[config.mk]
export PLATFORM = sky130hd
export DESIGN_NAME = cart_bank_switch_planner
export DESIGN_NICKNAME = d
export VERILOG_FILES = /design/src/design/cbsp_pkg.sv /design/src/design/cbsp_front.sv /design/src/design/cbsp_queue.sv /design/src/design/cbsp_back.sv /design/src/design/cart_bank_switch_planner.sv
export SDC_FILE = /design/constraint.sdc
export NUM_CORES = 1
export LEC_CHECK = 0
export ABC_AREA = 1
export BUFFER_PORTS_ARGS = -buffer_cell sky130_fd_sc_hd__buf_2
export CAP_MARGIN = 20
export CORE_UTILIZATION = 41
export CTS_BUF_LIST = sky130_fd_sc_hd__clkbuf_2 sky130_fd_sc_hd__clkbuf_4 sky130_fd_sc_hd__clkbuf_8
export DETAILED_ROUTE_END_ITERATION = 16
export SLEW_MARGIN = 10
export SYNTH_ARGS = -nofsm -noshare
export SYNTH_HDL_FRONTEND = slang
export SYNTH_SLANG_ARGS = --single-unit
[constraint.sdc]
create_clock -name clk_i -period 3.44 [get_ports clk_i]
set_input_delay 0.344 -clock clk_i [delete_from_list [all_inputs] [get_ports clk_i]]
set_output_delay 0.344 -clock clk_i [all_outputs]
set_load 0.005 [all_outputs]
[src/design/cbsp_pkg.sv]
// Package for the cartridge bank switch planner: payload structs, mapper kinds,
// command and register codes, and mapper register addresses.
// No dependencies.
package cbsp_pkg;

  typedef struct packed {
    logic [1:0] cmd;
    logic [8:0] bank;
  } cmd_t;

  typedef struct packed {
    logic        has_write;
    logic [15:0] write_address;
    logic [7:0]  write_value;
    logic [15:0] window_address;
    logic        ok;
    logic        last;
  } res_t;

  // One planned mapper register write
  typedef struct packed {
    logic [15:0] addr;
    logic [7:0]  val;
  } wr_t;

  // Per-command summary carried beside the write list
  typedef struct packed {
    logic        ok;
    logic [15:0] window;
  } plan_hdr_t;

  typedef enum logic [2:0] {
    KIND_NONE,
    KIND_ROM,
    KIND_MBC1,
    KIND_MBC2,
    KIND_MBC3,
    KIND_MBC5,
    KIND_HUC1
  } kind_e;

  localparam logic [1:0] CMD_ROM_BANK = 2'd0;
  localparam logic [1:0] CMD_RAM_EN   = 2'd1;
  localparam logic [1:0] CMD_RAM_BANK = 2'd2;
  localparam logic [1:0] CMD_RESTORE  = 2'd3;

  localparam logic REG_CART_TYPE  = 1'b0;
  localparam logic REG_LARGE_MBC3 = 1'b1;

  localparam logic [15:0] ADDR_RAMG   = 16'h0000;
  localparam logic [15:0] ADDR_ROMB   = 16'h2000;
  localparam logic [15:0] ADDR_MBC2   = 16'h2100;
  localparam logic [15:0] ADDR_ROMB_HI = 16'h3000;
  localparam logic [15:0] ADDR_RAMB   = 16'h4000;
  localparam logic [15:0] ADDR_MODE   = 16'h6000;
  localparam logic [15:0] ADDR_EXT    = 16'ha000;

  localparam logic [15:0] WIN_LOW  = 16'h0000;
  localparam logic [15:0] WIN_HIGH = 16'h4000;
  localparam logic [15:0] WIN_RAM  = 16'ha000;

  localparam logic [7:0] VAL_RAM_ON  = 8'h0a;
  localparam logic [7:0] VAL_HUC1_IR = 8'h0e;

endpackage

[src/design/cbsp_front.sv]
// Front end of the planner: takes command beats, decodes the cartridge type
// and turns each command into a write plan. Depends on cbsp_pkg.
module cbsp_front #(
  parameter int MAX_WRITES = 4,
  parameter int CntW       = 3
) (
  input  logic                 in_valid_i,
  output logic                 in_ready_o,
  input  cbsp_pkg::cmd_t       in_data_i,
  input  logic [7:0]           cart_type_i,
  input  logic                 large_mbc3_i,
  input  logic                 q_ready_i,
  output logic                 push_o,
  output cbsp_pkg::plan_hdr_t  hdr_o,
  output logic [CntW-1:0]      cnt_o,
  output cbsp_pkg::wr_t        wr_o [MAX_WRITES]
);
  import cbsp_pkg::*;

  kind_e      kind;
  logic       ram;
  logic       rumble;
  logic       ok;
  logic [15:0] win;
  logic [CntW-1:0] n;
  logic [8:0] b;

  assign in_ready_o = q_ready_i;
  assign push_o     = in_valid_i & q_ready_i;
  assign b          = in_data_i.bank;

  always_comb begin
    kind   = KIND_NONE;
    ram    = 1'b0;
    rumble = 1'b0;
    unique case (cart_type_i) inside
      8'h00:               kind = KIND_ROM;
      8'h08, 8'h09:        begin kind = KIND_ROM;  ram = 1'b1; end
      8'h01:               kind = KIND_MBC1;
      8'h02, 8'h03:        begin kind = KIND_MBC1; ram = 1'b1; end
      8'h05, 8'h06:        begin kind = KIND_MBC2; ram = 1'b1; end
      8'h0f, 8'h11:        kind = KIND_MBC3;
      8'h10, 8'h12, 8'h13: begin kind = KIND_MBC3; ram = 1'b1; end
      8'h19:               kind = KIND_MBC5;
      8'h1a, 8'h1b:        begin kind = KIND_MBC5; ram = 1'b1; end
      8'h1c:               begin kind = KIND_MBC5; rumble = 1'b1; end
      8'h1d, 8'h1e:        begin kind = KIND_MBC5; ram = 1'b1; rumble = 1'b1; end
      8'hff:               begin kind = KIND_HUC1; ram = 1'b1; end
      default:             kind = KIND_NONE;
    endcase
  end

  always_comb begin
    ok  = 1'b0;
    win = WIN_LOW;
    n   = '0;
    for (int i = 0; i < MAX_WRITES; i++) begin
      wr_o[i] = '0;
    end
    case (in_data_i.cmd)
      CMD_ROM_BANK: begin
        win = (b == 9'd0) ? WIN_LOW : WIN_HIGH;
        case (kind)
          KIND_ROM: ok = (b <= 9'd1);
          KIND_MBC1: begin
            ok = (b <= 9'h7f);
            if (b == 9'd0) begin
              wr_o[0] = '{ADDR_MODE, 8'd0};
              wr_o[1] = '{ADDR_RAMB, 8'd0};
              wr_o[2] = '{ADDR_ROMB, 8'd1};
              n = CntW'(3);
            end else if (b[4:0] == 5'd0) begin
              // Banks 0x20/0x40/0x60 only show in the low window in mode 1
              win = WIN_LOW;
              wr_o[0] = '{ADDR_MODE, 8'd1};
              wr_o[1] = '{ADDR_RAMB, {6'd0, b[6:5]}};
              n = CntW'(2);
            end else begin
              wr_o[0] = '{ADDR_MODE, 8'd0};
              wr_o[1] = '{ADDR_RAMB, {6'd0, b[6:5]}};
              wr_o[2] = '{ADDR_ROMB, {3'd0, b[4:0]}};
              n = CntW'(3);
            end
          end
          KIND_MBC2: begin
            ok = (b <= 9'h0f);
            wr_o[0] = '{ADDR_MBC2, {4'd0, b[3:0]}};
            n = (b != 9'd0) ? CntW'(1) : '0;
          end
          KIND_MBC3: begin
            ok = (b <= (large_mbc3_i ? 9'hff : 9'h7f));
            wr_o[0] = '{ADDR_ROMB, b[7:0]};
            n = (b != 9'd0) ? CntW'(1) : '0;
          end
          KIND_MBC5: begin
            ok = 1'b1;
            wr_o[0] = '{ADDR_ROMB, b[7:0]};
            wr_o[1] = '{ADDR_ROMB_HI, {7'd0, b[8]}};
            n = (b != 9'd0) ? CntW'(2) : '0;
          end
          KIND_HUC1: begin
            ok = (b <= 9'h3f);
            wr_o[0] = '{ADDR_ROMB, b[7:0]};
            n = (b != 9'd0) ? CntW'(1) : '0;
          end
          default: ok = 1'b0;
        endcase
      end
      CMD_RAM_EN: begin
        win = WIN_RAM;
        ok  = ram & (kind != KIND_NONE);
        wr_o[0] = '{ADDR_RAMG, VAL_RAM_ON};
        n = (kind != KIND_ROM) ? CntW'(1) : '0;
      end
      CMD_RAM_BANK: begin
        win = WIN_RAM;
        case (kind)
          KIND_ROM, KIND_MBC2: ok = ram & (b == 9'd0);
          KIND_MBC1: begin
            ok = ram & (b <= 9'd3);
            wr_o[0] = '{ADDR_MODE, 8'd1};
            wr_o[1] = '{ADDR_RAMB, b[7:0]};
            n = CntW'(2);
          end
          KIND_MBC3: begin
            ok = ram & (b <= (large_mbc3_i ? 9'd7 : 9'd3));
            wr_o[0] = '{ADDR_RAMB, b[7:0]};
            n = CntW'(1);
          end
          KIND_HUC1: begin
            ok = ram & (b <= 9'd3);
            wr_o[0] = '{ADDR_RAMB, b[7:0]};
            n = CntW'(1);
          end
          KIND_MBC5: begin
            ok = ram & (b <= (rumble ? 9'd7 : 9'd15));
            wr_o[0] = '{ADDR_RAMB, {4'd0, b[3:0]}};
            n = CntW'(1);
          end
          default: ok = 1'b0;
        endcase
      end
      default: begin
        win = WIN_LOW;
        case (kind)
          KIND_ROM: ok = 1'b1;
          KIND_MBC1: begin
            ok = 1'b1;
            wr_o[0] = '{ADDR_RAMG, 8'd0};
            wr_o[1] = '{ADDR_MODE, 8'd0};
            wr_o[2] = '{ADDR_RAMB, 8'd0};
            wr_o[3] = '{ADDR_ROMB, 8'd1};
            n = CntW'(4);
          end
          KIND_MBC2: begin
            ok = 1'b1;
            wr_o[0] = '{ADDR_RAMG, 8'd0};
            wr_o[1] = '{ADDR_MBC2, 8'd1};
            n = CntW'(2);
          end
          KIND_MBC3: begin
            ok = 1'b1;
            wr_o[0] = '{ADDR_RAMG, 8'd0};
            wr_o[1] = '{ADDR_RAMB, 8'd0};
            wr_o[2] = '{ADDR_ROMB, 8'd1};
            n = CntW'(3);
          end
          KIND_MBC5: begin
            ok = 1'b1;
            wr_o[0] = '{ADDR_RAMG, 8'd0};
            wr_o[1] = '{ADDR_RAMB, 8'd0};
            wr_o[2] = '{ADDR_ROMB_HI, 8'd0};
            wr_o[3] = '{ADDR_ROMB, 8'd1};
            n = CntW'(4);
          end
          KIND_HUC1: begin
            ok = 1'b1;
            wr_o[0] = '{ADDR_RAMG, VAL_HUC1_IR};
            wr_o[1] = '{ADDR_EXT, 8'd0};
            wr_o[2] = '{ADDR_RAMB, 8'd0};
            wr_o[3] = '{ADDR_ROMB, 8'd1};
            n = CntW'(4);
          end
          default: ok = 1'b0;
        endcase
      end
    endcase
    // Failed command: single empty beat with zeroed window
    if (!ok) begin
      win = WIN_LOW;
      n   = '0;
    end
  end

  assign hdr_o = '{ok, win};
  assign cnt_o = n;

endmodule

[src/design/cbsp_queue.sv]
// Two-entry plan queue between front and back end.
// Depends on cbsp_pkg.
module cbsp_queue #(
  parameter int MAX_WRITES = 4,
  parameter int CntW       = 3
) (
  input  logic                clk_i,
  input  logic                rst_ni,
  input  logic                push_i,
  output logic                ready_o,
  input  cbsp_pkg::plan_hdr_t hdr_i,
  input  logic [CntW-1:0]     cnt_i,
  input  cbsp_pkg::wr_t       wr_i [MAX_WRITES],
  input  logic                pop_i,
  output logic                valid_o,
  output cbsp_pkg::plan_hdr_t hdr_o,
  output logic [CntW-1:0]     cnt_o,
  output cbsp_pkg::wr_t       wr_o [MAX_WRITES]
);
  import cbsp_pkg::*;

  plan_hdr_t       hdr_q [2];
  logic [CntW-1:0] cnt_q [2];
  wr_t             wr_q  [2][MAX_WRITES];
  logic            wptr_q, wptr_d;
  logic            rptr_q, rptr_d;
  logic [1:0]      fill_q, fill_d;
  logic            do_push, do_pop;

  assign ready_o = (fill_q != 2'd2);
  assign valid_o = (fill_q != 2'd0);
  assign do_push = push_i & ready_o;
  assign do_pop  = pop_i & valid_o;

  assign hdr_o = hdr_q[rptr_q];
  assign cnt_o = cnt_q[rptr_q];
  always_comb begin
    for (int i = 0; i < MAX_WRITES; i++) begin
      wr_o[i] = wr_q[rptr_q][i];
    end
  end

  always_comb begin
    wptr_d = wptr_q ^ do_push;
    rptr_d = rptr_q ^ do_pop;
    fill_d = fill_q + {1'b0, do_push} - {1'b0, do_pop};
  end

  always_ff @(posedge clk_i or negedge rst_ni) begin
    if (!rst_ni) begin
      wptr_q <= 1'b0;
      rptr_q <= 1'b0;
      fill_q <= 2'd0;
    end else begin
      wptr_q <= wptr_d;
      rptr_q <= rptr_d;
      fill_q <= fill_d;
    end
  end

  always_ff @(posedge clk_i) begin
    if (do_push) begin
      hdr_q[wptr_q] <= hdr_i;
      cnt_q[wptr_q] <= cnt_i;
      for (int i = 0; i < MAX_WRITES; i++) begin
        wr_q[wptr_q][i] <= wr_i[i];
      end
    end
  end

endmodule

[src/design/cbsp_back.sv]
// Back end of the planner: steps through one plan a beat at a time and
// drives the registered result channel. Depends on cbsp_pkg.
module cbsp_back #(
  parameter int MAX_WRITES = 4,
  parameter int CntW       = 3
) (
  input  logic                clk_i,
  input  logic                rst_ni,
  input  logic                q_valid_i,
  output logic                pop_o,
  input  cbsp_pkg::plan_hdr_t hdr_i,
  input  logic [CntW-1:0]     cnt_i,
  input  cbsp_pkg::wr_t       wr_i [MAX_WRITES],
  output logic                out_valid_o,
  input  logic                out_ready_i,
  output cbsp_pkg::res_t      out_data_o
);
  import cbsp_pkg::*;

  localparam int IdxW = CntW - 1;

  plan_hdr_t       hdr_q;
  logic [CntW-1:0] cnt_q;
  wr_t             wr_q [MAX_WRITES];
  logic            cur_valid_q, cur_valid_d;
  logic [IdxW-1:0] idx_q, idx_d;
  logic            out_valid_q, out_valid_d;
  res_t            out_q;
  res_t            res;
  logic            load;
  logic            is_last;
  logic            has_wr;

  assign has_wr  = (cnt_q != '0);
  assign is_last = !has_wr || (({1'b0, idx_q} + CntW'(1)) == cnt_q);
  assign load    = cur_valid_q & (~out_valid_q | out_ready_i);
  // Refill the current plan when empty or when its last beat goes out now
  assign pop_o   = q_valid_i & (~cur_valid_q | (load & is_last));

  always_comb begin
    res.has_write      = has_wr;
    res.write_address  = has_wr ? wr_q[idx_q].addr : '0;
    res.write_value    = has_wr ? wr_q[idx_q].val : '0;
    res.window_address = hdr_q.window;
    res.ok             = hdr_q.ok;
    res.last           = is_last;
  end

  always_comb begin
    cur_valid_d = cur_valid_q;
    idx_d       = idx_q;
    if (load) begin
      idx_d = idx_q + IdxW'(1);
      if (is_last) begin
        cur_valid_d = 1'b0;
      end
    end
    if (pop_o) begin
      cur_valid_d = 1'b1;
      idx_d       = '0;
    end
    out_valid_d = out_valid_q;
    if (load) begin
      out_valid_d = 1'b1;
    end else if (out_ready_i) begin
      out_valid_d = 1'b0;
    end
  end

  always_ff @(posedge clk_i or negedge rst_ni) begin
    if (!rst_ni) begin
      cur_valid_q <= 1'b0;
      idx_q       <= '0;
      out_valid_q <= 1'b0;
    end else begin
      cur_valid_q <= cur_valid_d;
      idx_q       <= idx_d;
      out_valid_q <= out_valid_d;
    end
  end

  always_ff @(posedge clk_i) begin
    if (pop_o) begin
      hdr_q <= hdr_i;
      cnt_q <= cnt_i;
      for (int i = 0; i < MAX_WRITES; i++) begin
        wr_q[i] <= wr_i[i];
      end
    end
    if (load) begin
      out_q <= res;
    end
  end

  assign out_valid_o = out_valid_q;
  assign out_data_o  = out_q;

endmodule

[src/design/cart_bank_switch_planner.sv]
// Cartridge bank switch planner, top level: config registers, front, queue, back.
// A plan passes the queue entry, the back end's plan register and the output register in turn.
// Throughput: one result beat per cycle from the back-end sequencer while out_ready_i does
// not hold the output; a command of N writes (0 to 4) gives max(N, 1) result beats (1 to 4).
// Commands are taken every cycle while the two-entry plan queue has room.
// Reset (rst_ni low, asynchronous) empties queue and output; cart_type and large_mbc3 clear to 0.
// Depends on cbsp_pkg, cbsp_front, cbsp_queue, cbsp_back.
module cart_bank_switch_planner #(
  parameter int MAX_WRITES = 4
) (
  input  logic            clk_i,
  input  logic            rst_ni,
  input  logic            in_valid_i,
  output logic            in_ready_o,
  input  cbsp_pkg::cmd_t  in_data_i,
  output logic            out_valid_o,
  input  logic            out_ready_i,
  output cbsp_pkg::res_t  out_data_o,
  input  logic            psel,
  input  logic            penable,
  input  logic            pwrite,
  input  logic [2:0]      paddr,
  input  logic [31:0]     pwdata,
  output logic [31:0]     prdata,
  output logic            pready
);
  import cbsp_pkg::*;

  // Beat index needs clog2(MAX_WRITES) bits; counts need one more
  localparam int CntW = $clog2(MAX_WRITES) + 1;

  logic [7:0]      cart_type_q, cart_type_d;
  logic            large_mbc3_q, large_mbc3_d;
  logic            cfg_wr;

  logic            push;
  logic            q_ready;
  plan_hdr_t       f_hdr;
  logic [CntW-1:0] f_cnt;
  wr_t             f_wr [MAX_WRITES];

  logic            q_valid;
  logic            pop;
  plan_hdr_t       q_hdr;
  logic [CntW-1:0] q_cnt;
  wr_t             q_wr [MAX_WRITES];

  // Configuration port: pready is always high, write on the access phase
  assign pready = 1'b1;
  assign cfg_wr = psel & penable & pwrite;

  always_comb begin
    cart_type_d  = cart_type_q;
    large_mbc3_d = large_mbc3_q;
    if (cfg_wr) begin
      unique case (paddr[2])
        REG_CART_TYPE:  cart_type_d  = pwdata[7:0];
        REG_LARGE_MBC3: large_mbc3_d = pwdata[0];
        default:        cart_type_d  = cart_type_q;
      endcase
    end
  end

  always_comb begin
    unique case (paddr[2])
      REG_CART_TYPE:  prdata = {24'd0, cart_type_q};
      REG_LARGE_MBC3: prdata = {31'd0, large_mbc3_q};
      default:        prdata = '0;
    endcase
  end

  always_ff @(posedge clk_i or negedge rst_ni) begin
    if (!rst_ni) begin
      cart_type_q  <= 8'd0;
      large_mbc3_q <= 1'b0;
    end else begin
      cart_type_q  <= cart_type_d;
      large_mbc3_q <= large_mbc3_d;
    end
  end

  // Front: classify the command beat and build its write plan
  cbsp_front #(
    .MAX_WRITES (MAX_WRITES),
    .CntW       (CntW)
  ) u_front (
    .in_valid_i   (in_valid_i),
    .in_ready_o   (in_ready_o),
    .in_data_i    (in_data_i),
    .cart_type_i  (cart_type_q),
    .large_mbc3_i (large_mbc3_q),
    .q_ready_i    (q_ready),
    .push_o       (push),
    .hdr_o        (f_hdr),
    .cnt_o        (f_cnt),
    .wr_o         (f_wr)
  );

  // Hold up to two plans so the front keeps taking beats while the back drains
  cbsp_queue #(
    .MAX_WRITES (MAX_WRITES),
    .CntW       (CntW)
  ) u_queue (
    .clk_i   (clk_i),
    .rst_ni  (rst_ni),
    .push_i  (push),
    .ready_o (q_ready),
    .hdr_i   (f_hdr),
    .cnt_i   (f_cnt),
    .wr_i    (f_wr),
    .pop_i   (pop),
    .valid_o (q_valid),
    .hdr_o   (q_hdr),
    .cnt_o   (q_cnt),
    .wr_o    (q_wr)
  );

  // Back: advance through the plan, one result beat per cycle while out_ready_i does not hold the output
  cbsp_back #(
    .MAX_WRITES (MAX_WRITES),
    .CntW       (CntW)
  ) u_back (
    .clk_i       (clk_i),
    .rst_ni      (rst_ni),
    .q_valid_i   (q_valid),
    .pop_o       (pop),
    .hdr_i       (q_hdr),
    .cnt_i       (q_cnt),
    .wr_i        (q_wr),
    .out_valid_o (out_valid_o),
    .out_ready_i (out_ready_i),
    .out_data_o  (out_data_o)
  );

endmodule
After elaboration in Yosys (flattened, before gate mapping). Memory sizes are Yosys's and may differ from the RTL's. A register that Yosys moved wholly into a read port is not among the register bits. Index checks and enable logic that the tools add are counted.

Bits in registers: 36. Latch bits: 0. RAM bits: 328. Memory bits (read-only): 0. Bits of input ports: 53. Output and inout port bits: 78. Word-level logic and storage cells: 165. Memories: 4.

Memories: u_queue.wr_q (words 2, bits a word 96, read ports 1, clocked after memory_dff 0, write ports 1, RTL line cbsp_queue.sv:24) `wr_t wr_q [2][MAX_WRITES];`; u_back.wr_q (words 4, bits a word 24, read ports 1, clocked after memory_dff 1, write ports 4, RTL line cbsp_back.sv:24) `wr_t wr_q [MAX_WRITES];`; u_queue.hdr_q (words 2, bits a word 17, read ports 1, clocked after memory_dff 1, write ports 1, RTL line cbsp_queue.sv:22) `plan_hdr_t hdr_q [2];`; u_queue.cnt_q (words 2, bits a word 3, read ports 1, clocked after memory_dff 1, write ports 1, RTL line cbsp_queue.sv:23) `logic [CntW-1:0] cnt_q [2];`.

$add $sub $neg: 4. Multipliers: 0. Divide/modulo/power cells: 0. Order comparisons: 8. Equality and inequality tests: 30. Shift-type cells: 0. Mux-type cells: 53. Bitwise gates (word level): 20. Reduce and logical (&&, ||, !) cells: 34.

Operator list (count): 24-bit case mux with 3 select lines (3); 23-bit case mux with 3 select lines (2); 28-bit case mux with 4 select lines (1); 24-bit case mux with 2 select lines (2); 8-bit by 5-bit == test with 1-bit output, second input constant (10); 16-bit 2-to-1 mux (4); 32-bit case mux with 2 select lines (1); 49-bit 2-to-1 mux (1); 24-bit 2-to-1 mux (2); 22-bit 2-to-1 mux (2); 16-bit case mux with 2 select lines (1); 9-bit <= comparator (3); 3-bit case mux with 3 select lines (3); 25-bit 2-to-1 mux (1); 8-bit by 4-bit == test with 1-bit output, second input constant (3); 23-bit 2-to-1 mux (1); 3-bit OR reduction (7); 3-bit case mux with 6 select lines (1); 8-bit by 2-bit == test with 1-bit output, second input constant (2); 8-bit by 3-bit == test with 1-bit output, second input constant (2); 1-bit 2-to-1 mux (15); 15-bit 2-to-1 mux (1); 14-bit OR reduction (1); 1-bit AND (13); other kinds (43) (67).

Longest topological paths before layout. Gate-level depths: netlist of run 1.

Depth in word-level cells: 9. Gate-level depth with buffers: 15. Gate-level depth less buffers: 15.

Hierarchy. From an unflattened synthesis of run 1, not the netlist that was laid out.

Cells, all modules: 1413. Area total of the unflattened synthesis: 16916.2 µm².

Modules (own cells, without submodules): cbsp_queue (times used 1, cells each 637, area an instance 8670.8 µm², sequential area each 7066.8 µm²); cbsp_back (times used 1, cells each 383, area an instance 5864.4 µm², sequential area each 4874.7 µm²); cbsp_front (times used 1, cells each 306, area an instance 1737.9 µm², sequential area each 0.0 µm²); cart_bank_switch_planner (times used 1, cells each 87, area an instance 643.1 µm², sequential area each 225.2 µm²).

Worst setup path before layout of run 1. Ideal clock, no wire load.

Path type: reg-to-reg. From: register u_back.idx_q[1]. To: register u_queue.fill_q[0]. Setup time: 0.126 ns. Data arrival time: 2.806 ns. Data required time: 3.314 ns. Setup slack: 0.507 ns. Stages on the path, launching flop included: 11. Buffers on the path: 0. Clock period less this slack: 2.933 ns. Path through: dfrtp_1 ha_1 xor2_1 o31ai_1 nand2_1 nand2_1 o21ai_1 inv_1 ha_1 inv_1 ha_1.

Word-level cells in the longest chain between the ends: 8.

Ends and longest elaborated chain: start, declared (RTL line cbsp_back.sv:26) `logic [IdxW-1:0] idx_q, idx_d;`; start signal, assigned (RTL line cbsp_back.sv:77) `idx_q <= idx_d;`; 2-bit by 1-bit adder with 3-bit output (RTL line cbsp_back.sv:35) `assign is_last = !has_wr || (({1'b0, idx_q} + CntW'(1)) == cnt_q);`; 3-bit == test (RTL line cbsp_back.sv:35); 1-bit logical OR (RTL line cbsp_back.sv:35); via u_back.is_last (RTL line cbsp_back.sv:31) `logic is_last;`; 1-bit AND (RTL line cbsp_back.sv:38) `assign pop_o = q_valid_i & (~cur_valid_q | (load & is_last));`; 1-bit bitwise OR (RTL line cbsp_back.sv:38); 1-bit AND (RTL line cbsp_back.sv:38); via pop (RTL line cart_bank_switch_planner.sv:43) `logic pop;`; 1-bit AND (RTL line cbsp_queue.sv:33) `assign do_pop = pop_i & valid_o;`; 2-bit by 1-bit subtractor with 2-bit output (RTL line cbsp_queue.sv:46) `fill_d = fill_q + {1'b0, do_push} - {1'b0, do_pop};`; via u_queue.fill_d[0] (RTL line cbsp_queue.sv:27) `logic [1:0] fill_q, fill_d;`; end signal, assigned (RTL line cbsp_queue.sv:57) `fill_q <= fill_d;`; end, declared (RTL line cbsp_queue.sv:27).

The timed path passes the listed nets, and every way through them passes these cells. A chain may end at the register's enable or synchronous reset.

==> results of run 1 <==
per-layer routing:
layer	track usage	share of wire	wire length [um]
met5	0	0	0
met4	0.0770	0.026	357
met1	0.206	0.46	6220
met2	0.264	0.48	6480
met3	0.0314	0.038	521
stage by stage:
| stage | utilization | worst slack, ns | cells | total power, uW | instance area (um^2) |
|---|---|---|---|---|---|
| 6_report | 0.474 | 1.01 | 971 | 6220 | 7940 |
| 5_1_grt | 0.474 | 0.817 | 971 | 6630 | 7940 |
| 4_1_cts | 0.474 | 0.999 | 971 | 6300 | 7940 |
| 3_5_place_dp | 0.447 | 1.00 | 938 | 4810 | 7490 |
| 3_3_place_gp | 0.447 | 1.06 | 938 | 4740 | 7490 |
| 2_1_floorplan | - | 0.507 | 720 | 4270 | 7300 |
registers in the layout, summed over array words and instances, names as in the netlist, 3 cells and up:
name / flops
u_queue.wr_q: 66
u_back.wr_q: 33
u_back.out_data_o: 18
cart_type_q: 8
u_queue.cnt_q: 6
u_queue.hdr_q: 6
u_back.cnt_q: 3
u_back.hdr_q: 3
power groups by stage:
stage | registers [uW] | logic, uW | clock network, uW
after CTS | 3110 | 1660 | 1520
final | 3100 | 1630 | 1490
after detailed placement | 3150 | 1660 | 0
after global placement | 3120 | 1620 | 0
after global routing | 3170 | 1860 | 1600
after floorplan | 3140 | 1140 | 0
worst max-delay path by stage:
stage                          from                end  cells past startpoint
floorplan           u_back.idx_q[1]  u_queue.fill_q[0]                     10
global placement    u_back.cnt_q[1]   u_back.hdr_q[16]                      8
detailed placement  u_back.cnt_q[1]   u_back.hdr_q[14]                      8
CTS                 u_back.cnt_q[1]  u_back.wr_q[1][1]                      8
global route        u_back.cnt_q[1]  u_back.wr_q[1][2]                      8
finish              u_back.cnt_q[1]  u_back.wr_q[1][2]                      8
cells by family (layout without fill, tap and decap cells):
| group | after synthesis | count (layout) | share of synthesized area |
|---|---|---|---|
| muxes | 5 | 5 | 0.00702 |
| AOI/OAI and AO/OA | 66 | 66 | 0.0563 |
| adders and majority gates | 12 | 12 | 0.0211 |
| xor gates and xnor gates | 6 | 6 | 0.00737 |
| buffers and inverters | 122 | 153 | 0.0907 |
| other | 2 | 49 | 0.00105 |
| and+or+nand+nor | 308 | 308 | 0.188 |
| DFF | 152 | 152 | 0.628 |
layout make-up:
class,count,share of cell area
Inverter,56,0.0265
Clock inverter,14,0.0258
Tap cell,220,0.0347
Timing Repair Buffer,65,0.0444
Sequential cell,152,0.564
Clock buffer,18,0.0304
Multi-Input combinational cell,446,0.274
cell usage in the layout (no fill, tap or decap), types with 4 or more instances in the layout:
master,instances
a21oi_1,24
buf_2,55
buf_4,9
bufinv_16,5
clkbuf_8,17
conb_1,49
dfrtp_1,17
edfxtp_1,135
ha_1,12
inv_1,45
inv_2,10
mux2i_1,5
nand2_1,191
nand2_2,6
nand3_1,15
nand3_2,5
nor2_1,61
nor2_2,6
nor2_4,4
nor3_1,11
o211ai_1,4
o21ai_0,17
o21ai_1,4
worst max-delay path, delay by kind of cell, from the launching register on:
family	cells	cell delay [ns]
buffers and inverters	3	0.71
flip-flops	1	0.41
AO/OA/AOI/OAI	2	0.26
AND/OR/NAND/NOR	3	0.67
timing repair:
action,CTS,global route
endpoints found under the hold margin,17,0
hold buffers,1,0
endpoints found under the setup margin,0,0
==> flow_metrics.env, run 1 <==
export IMPL_slowest_delay_ns=0.49
export IMPL_htree_levels=4
export IMPL_grt_max_degree=42
export IMPL_post_cts_resized=0
export IMPL_grt_pass1_vias=4320
export IMPL_crit_top_cell="nand2_1"
export IMPL_drt_initial_drc_count=279
export IMPL_drc=0
export IMPL_yosys_top_cells_area="edfxtp_1 (57%), nand2_1 (10%), dfrtp_1 (6.0%), buf_4 (5.3%), nor2_1 (3.2%)"
export IMPL_max_slew_worst_pin_slew_ns=0.537
export IMPL_worst_r2r_cell_count=8
export IMPL_die_x_um=134
export IMPL_syn_area_um2=7130
export IMPL_finalCriticalPeriod_ns=2.43
export IMPL_p_sw_frac=0.312
export IMPL_switchingPower_uw=1940
export IMPL_skew_ns=0.00965
export IMPL_cts_inserted_buffers=17
export IMPL_reg2reg_slack_ns=1.01
export IMPL_status="completed"
export IMPL_regArea_um2=4480
export IMPL_first_pass_iters=4
export IMPL_min_delay_start="pwdata[4]"
export IMPL_pwr_share_clk=0.239
export IMPL_ys_warn_count=0
export IMPL_rsz0062_at_grt="false"
export IMPL_synth_top_cell_area_share=0.569
export IMPL_antenna_found_initial=0
export IMPL_synth_flop_cell="edfxtp_1"
export IMPL_path_clk_slew_ns=0.08
export IMPL_hold_slack_ns=0.153
export IMPL_power_frac_comb=0.262
export IMPL_wirelength_mm=13.6
export IMPL_dieArea_um2=17900
export IMPL_cp_start_kind="register"
export IMPL_max_vdd_ir_drop_v=0.000333
export IMPL_pwr_share_seq=0.499
export IMPL_cts_tree="built"
export IMPL_grt_ovfl_total=0
export IMPL_period_share=0.707
export IMPL_die_h_um=134
export IMPL_hp_class="in -> reg"
export IMPL_yosysMostFrequentCell="nand2_1"
export IMPL_finalMaxSlewViolations=0
export IMPL_holdPathStages=3
export IMPL_p_per_area_nw_per_um2=783
export IMPL_core_rowCount=47
export IMPL_crit_type="reg -> reg"
export IMPL_async_flop_share=0.112
export IMPL_grt_pass1_wl_mm=21.9
export IMPL_yosysSeqAreaShare=0.628
export IMPL_cap_violations=0
export IMPL_fill_cells=1595
export IMPL_finalHoldViolations=0
export IMPL_synth_area_leader_cell="edfxtp_1"
export IMPL_boundaryPins=131
export IMPL_multiInputGateArea_um2=2180
export IMPL_diodes=0
export IMPL_gp_congestion=0.896
export IMPL_reg2reg_to="u_back.wr_q[1][2]"
export IMPL_ant_nets=0
export IMPL_fmax_mhz=411
export IMPL_critical_path_max_fanout=41
export IMPL_synth_edf_count=135
export IMPL_via_count=4527
export IMPL_syn_to_final_growth_pct=11.4
export IMPL_tns_ns=0
export IMPL_coreArea_um2=16800
export IMPL_io_buffers=55
export IMPL_syn_area_per_cell_um2=10.6
export IMPL_vias_per_cell=4.66
export IMPL_final_layout_size_suffix_gt1_frac=0.178
export IMPL_ys_types=42
export IMPL_relSlewSlack=0.639
export IMPL_setup_viol=0
export IMPL_cts_setup_buffers=0
export IMPL_dp_hpwl_mm=9.65
export IMPL_grt_util_all_layers=0.161
export IMPL_clock_path_buffers=2
export IMPL_root_buffer="clkbuf_8"
export IMPL_ys_seq_elements=152
export IMPL_routedWlPerCell_um=14.0
export IMPL_numClockSinks=152
export IMPL_fin_nets=803
export IMPL_timing_rr_start="u_back.cnt_q[1]"
export IMPL_synthCells=673
export IMPL_required_ns=3.52
export IMPL_crit_path_top_delay_cell="nor3_1"
export IMPL_endpoint_kind="register"
export IMPL_crit_chain="nor3_1, inv_2, o31ai_1, nand2_1, nand2_1, o21ai_1, inv_1, buf_4"
export IMPL_start_util=0.425
export IMPL_internal_power_uw=4280
export IMPL_power_leakage_uw=0.00336
export IMPL_clk_latency_ns=0.44
export IMPL_arrival_ns=2.51
export IMPL_synth_commonest_cells="nand2_1 (191), edfxtp_1 (135), nor2_1 (61)"
export IMPL_min_delay_worst_endpoint="cart_type_q[4]"
Note: power is estimated with default switching activity, not from simulation.
==> run 2, diff against run 1 <==
Clock period 3.44 ns to 2 ns, I/O delays scaled along.
==> run 2 against run 1 <==
The flow now finishes with violations (negative setup slack); clock skew fell by 0.00090 ns; fmax rose by 17%; clock power rose by 66%; routed wire length rose by 4.9%; critical path depth rose by 5; worst setup slack got worse by 1.1 ns; sequential power rose by 73%; die area did not move; critical path type unchanged; critical endpoint is now u_queue.cnt_q[0][1].
==> flow_metrics.env, run 2 (same netlist as run 1, synthesis figures left out) <==
export IMPL_status="finished with violations"
export IMPL_violations="negative setup slack"
export IMPL_vias_per_cell=4.64
export IMPL_skew_ns=0.00874
export IMPL_finalMaxSlewViolations=0
export IMPL_diodes=0
export IMPL_fill_cells=1494
export IMPL_routedWlPerCell_um=13.9
export IMPL_power_uw=11400
export IMPL_htree_levels=4
export IMPL_ant_nets=0
export IMPL_rsz0062_at_grt="true"
export IMPL_grt_util_all_layers=0.161
export IMPL_wirelength_mm=14.3
export IMPL_stdcell_area_um2=8740
export IMPL_dp_hpwl_mm=10.0
export IMPL_cap_violations=0
export IMPL_grt_pass1_vias=4454
export IMPL_hp_class="in -> reg"
export IMPL_p_per_area_nw_per_um2=1300
export IMPL_grt_max_degree=40
export IMPL_coreArea_um2=16800
export IMPL_tns_ns=-0.613
export IMPL_root_buffer="clkbuf_8"
export IMPL_numClockSinks=152
export IMPL_fin_nets=859
export IMPL_largest_reg_flops=66
export IMPL_antenna_found_initial=0
export IMPL_start_util=0.425
export IMPL_setup_viol=10
export IMPL_final_layout_size_suffix_gt1_frac=0.284
export IMPL_cts_inserted_buffers=17
export IMPL_cp_start_kind="register"
export IMPL_setup_slack_ns=-0.0803
export IMPL_grt_pass1_wl_mm=22.0
export IMPL_boundaryPins=131
export IMPL_cts_tree="built"
export IMPL_die_h_um=134
export IMPL_hold_slack_ns=0.0301
export IMPL_grt_ovfl_total=0
export IMPL_finalHoldViolations=0
export IMPL_finalCriticalPeriod_ns=2.08
export IMPL_path_clk_slew_ns=0.08
export IMPL_final_cell_mix="nand2_1 (179), edfxtp_1 (135), nor2_1 (56), buf_2 (55), buf_4 (50)"
export IMPL_drc=0
export IMPL_gp_congestion=0.885
export IMPL_drt_initial_drc_count=233
export IMPL_first_pass_iters=5
export IMPL_die_x_um=134
export IMPL_clk_latency_ns=0.44
export IMPL_via_count=4769
export IMPL_dieArea_um2=17900
export IMPL_clock_path_buffers=2
export IMPL_arrival_ns=2.26
export IMPL_core_rowCount=47
export IMPL_max_vdd_ir_drop_v=0.000974
export IMPL_critical_path_max_fanout=6
export IMPL_period_share=1.04
export IMPL_stdcell_count=1027
export IMPL_syn_to_final_growth_pct=22.6
export IMPL_placed_cells=968
export IMPL_endpoint_kind="register"
export IMPL_crit_type="reg -> reg"
export IMPL_power_leakage_uw=0.00368
export IMPL_fmax_mhz=481
export IMPL_reg2reg_slack_ns=-0.08
export IMPL_placed_cell_area_um2=7800
export IMPL_required_ns=2.18
export IMPL_layout_commonest_cell="nand2_1"
export IMPL_io_buffers=55
export IMPL_top_register="u_queue.wr_q"
-- run 2: changes by cell type in the layout (fill, tap and decap cells not counted), moves of 5 or more --
cell	delta
buf_4	+41
nand2_1	-12
nor2_4	+10
nand2_2	+9
dlygate4sd3_1	+7
nor3_1	-6
nor3_2	+6
buf_6	+5
inv_1	-5
nor2_1	-5
nor2_2	-5
-- run 2: layout make-up --
cell class	count	area [um^2]	share of cell area
Sequential cell	152	4480	0.513
Multi-Input combinational cell	446	2480	0.284
Timing Repair Buffer	121	847	0.0970
Tap cell	220	275	0.0315
Clock buffer	19	249	0.0285
Inverter	56	221	0.0254
Clock inverter	13	176	0.0202
-- run 2: critical path, cell delays in order, from the launching register on --
cell and delay, ns:
dfrtp_1 0.42, buf_6 0.14, inv_4 0.06, nand2_4 0.05, nor2_4 0.18, nand3_2 0.13
nand3_4 0.12, nand3_4 0.11, a21oi_2 0.15, nand2_1 0.08, nand3_2 0.10, nand4_4 0.09
nand2_4 0.14, nor2_4 0.06
-- run 2: per-stage QoR --
step	util	worst slack, ns
after floorplan	-	-0.629
after global placement	0.465	-0.0169
after detailed placement	0.465	-0.0969
after CTS	0.502	-0.0710
after global routing	0.521	-0.190
final	0.521	-0.0803
-- run 2: worst paths after layout --
kind | from | end | depth (start not counted)
setup / recovery | cart_type_q[5] | u_queue.cnt_q[0][1] | 13
hold / removal | pwdata[0] | large_mbc3_q | 3
setup reg to reg | cart_type_q[5] | u_queue.cnt_q[0][1] | 13
hold reg to reg | u_back.hdr_q[14] | u_back.out_data_o[16] | 0
max in group asynchronous | rst_ni | cart_type_q[3] | 2
min in group asynchronous | rst_ni | large_mbc3_q | 2
-- run 2: timing repair --
action,in CTS,in global routing
endpoints found under the hold margin,24,0
endpoints found under the setup margin,52,77
setup buffers,2,18
hold buffers,8,0
pin swaps,10,25
resized for setup,24,47
-- run 2: layer usage --
layer | wire length, um | global-route usage | vias up
li1 | - | - | 2402
met3 | 743 | 0.0389 | 23
met1 | 6300 | 0.209 | 2195
met2 | 7000 | 0.261 | 149
met4 | 212 | 0.0650 | 0
met5 | 0 | 0 | -
-- run 2: power breakdown --
part	switching (uW)	internal, uW
registers	364	5000
clock network	1100	1380
logic	2180	1350
total	3640	7730
==> run 3, diff against run 2 <==
Settings changed: GPL_TIMING_DRIVEN set to 0.
==> run 3 against run 2 <==
The run still ends with negative setup slack left; routed wire length grew 11%; hold slack gained 0.017 ns; register-to-register slack is essentially flat; die area is the same; largest cell class unchanged; largest power group unchanged; highest routed layer unchanged.
==> flow_metrics.env, run 3 (same netlist as run 1, synthesis figures left out) <==
export IMPL_status="finished with violations"
export IMPL_violations="negative setup slack"
export IMPL_finalMaxSlewViolations=0
export IMPL_finalHoldViolations=0
export IMPL_ant_nets=0
export IMPL_grt_pass1_vias=4761
export IMPL_timing_rr_start="u_back.idx_q[0]"
export IMPL_relSlewSlack=0.539
export IMPL_coreArea_um2=16800
export IMPL_skew_ns=0.0112
export IMPL_cp_start_kind="register"
export IMPL_drt_initial_drc_count=340
export IMPL_internal_power_uw=7600
export IMPL_gp_congestion=0.836
export IMPL_wirelength_mm=15.8
export IMPL_crit_path_end="u_queue.fill_q[1]"
export IMPL_required_ns=2.33
export IMPL_top_register="u_queue.wr_q"
export IMPL_fin_nets=909
export IMPL_io_buffers=55
export IMPL_dp_hpwl_mm=10.9
export IMPL_pwr_share_clk=0.196
export IMPL_dieArea_um2=17900
export IMPL_grt_pass1_wl_mm=24.4
export IMPL_max_slew_worst_pin_slew_ns=0.692
export IMPL_hp_class="in -> reg"
export IMPL_switchingPower_uw=3890
export IMPL_grt_ovfl_total=0
export IMPL_root_buffer="clkbuf_8"
export IMPL_setup_viol=12
export IMPL_hold_slack_ns=0.0470
export IMPL_start_util=0.425
export IMPL_diodes=0
export IMPL_cts_tree="built"
export IMPL_setup_slack_ns=-0.0734
export IMPL_die_h_um=134
export IMPL_die_x_um=134
export IMPL_grt_util_all_layers=0.180
export IMPL_power_frac_comb=0.335
export IMPL_p_per_area_nw_per_um2=1290
export IMPL_worst_r2r_cell_count=11
export IMPL_stdcell_count=1077
export IMPL_startpoint="u_back.idx_q[0]"
export IMPL_first_pass_iters=5
export IMPL_routedWlPerCell_um=14.6
export IMPL_period_share=1.04
export IMPL_via_count=5013
export IMPL_finalCriticalPeriod_ns=2.07
export IMPL_antenna_found_initial=0
export IMPL_endpoint_kind="register"
export IMPL_core_rowCount=47
export IMPL_boundaryPins=131
export IMPL_arrival_ns=2.40
export IMPL_fmax_mhz=482
export IMPL_reg2reg_slack_ns=-0.07
export IMPL_p_sw_frac=0.339
export IMPL_syn_to_final_growth_pct=25.4
export IMPL_cts_inserted_buffers=17
export IMPL_final_cell_mix="nand2_1 (182), edfxtp_1 (135), buf_4 (82), nor2_1 (57), buf_2 (55)"
export IMPL_clk_latency_ns=0.45
export IMPL_final_layout_size_suffix_gt1_frac=0.307
export IMPL_power_leakage_uw=0.00380
export IMPL_drc=0
export IMPL_numClockSinks=152
export IMPL_pwr_share_seq=0.469
export IMPL_critical_path_max_fanout=4
export IMPL_cap_violations=0
export IMPL_reg2reg_to="u_queue.fill_q[1]"
export IMPL_htree_levels=4
export IMPL_rsz0062_at_grt="true"
export IMPL_layout_commonest_cell="nand2_1"
export IMPL_vias_per_cell=4.65
export IMPL_clock_path_buffers=2
export IMPL_largest_reg_flops=66
export IMPL_utilization=0.533
export IMPL_path_clk_slew_ns=0.08
export IMPL_tns_ns=-0.281
export IMPL_placed_cells=997
export IMPL_crit_type="reg -> reg"
export IMPL_grt_max_degree=33
export IMPL_max_vdd_ir_drop_v=0.000532
## run 3: layout make-up
cell class                 count  area [um^2]
timing repair buffer          98          653
multi-input combinational    446         2430
timing repair inverter         7         50.0
inverter                      56          221
sequential                   152         4490
buffer                        66          439
clock buffer                  20          256
tap                          220          275
clock inverter                12          126
fill                        1489         7820
## run 3: routing by layer
| metal | track usage | share of wire | vias up |
|---|---|---|---|
| li1 | - | - | 2505 |
| met1 | 0.220 | 0.43 | 2324 |
| met2 | 0.313 | 0.50 | 159 |
| met3 | 0.0359 | 0.054 | 25 |
| met4 | 0.0688 | 0.017 | 0 |
| met5 | 0 | 0 | - |
## run 3: repair_timing
item,4_1_cts,5_1_grt
hold buffers,9,0
setup buffers,25,8
pin swaps,20,22
gates cloned,7,0
endpoints found under the setup margin,131,94
hold endpoints to repair,25,0
gates resized for setup,30,38
## run 3: worst min-delay path by stage
stage                endpoint       from  depth (start not counted)  slack, ns
4_1_cts        cart_type_q[5]  pwdata[5]                          3       0.01
2_1_floorplan  cart_type_q[0]     rst_ni                          0       -0.1
3_5_place_dp   cart_type_q[6]     rst_ni                          1       0.17
6_report       cart_type_q[5]  pwdata[5]                          3       0.05
3_3_place_gp   cart_type_q[6]     rst_ni                          1       0.16
5_1_grt        cart_type_q[5]  pwdata[5]                          3       0.05
## run 3: per-stage QoR
step	setup slack [ns]	total power, uW	area (um^2)
floorplan	-0.629	7450	7350
global placement	-1.05	8410	7910
detailed placement	-1.15	8580	7950
CTS	-0.0773	11500	8770
global route	-0.158	12200	8940
finish	-0.0734	11500	8940
## run 3: critical path, stage by stage, from the launching register on
cell and delay [ns]:
dfrtp_1 0.41, ha_4 0.29, xor2_2 0.16, o31ai_2 0.09, nand2_1 0.08, nand2_2 0.07, o21ai_4 0.10, clkinvlp_4 0.17
ha_4 0.28, inv_2 0.03, ha_4 0.15, xnor2_2 0.12
## run 3: power groups by stage
stage / Sequential [uW] / Clock, uW / Combinational [uW]
final: 5400 / 2250 / 3850
after floorplan: 5410 / 0 / 2050
after CTS: 5380 / 2300 / 3780
after global placement: 5430 / 0 / 2970
after global routing: 5490 / 2420 / 4280
after detailed placement: 5440 / 0 / 3130
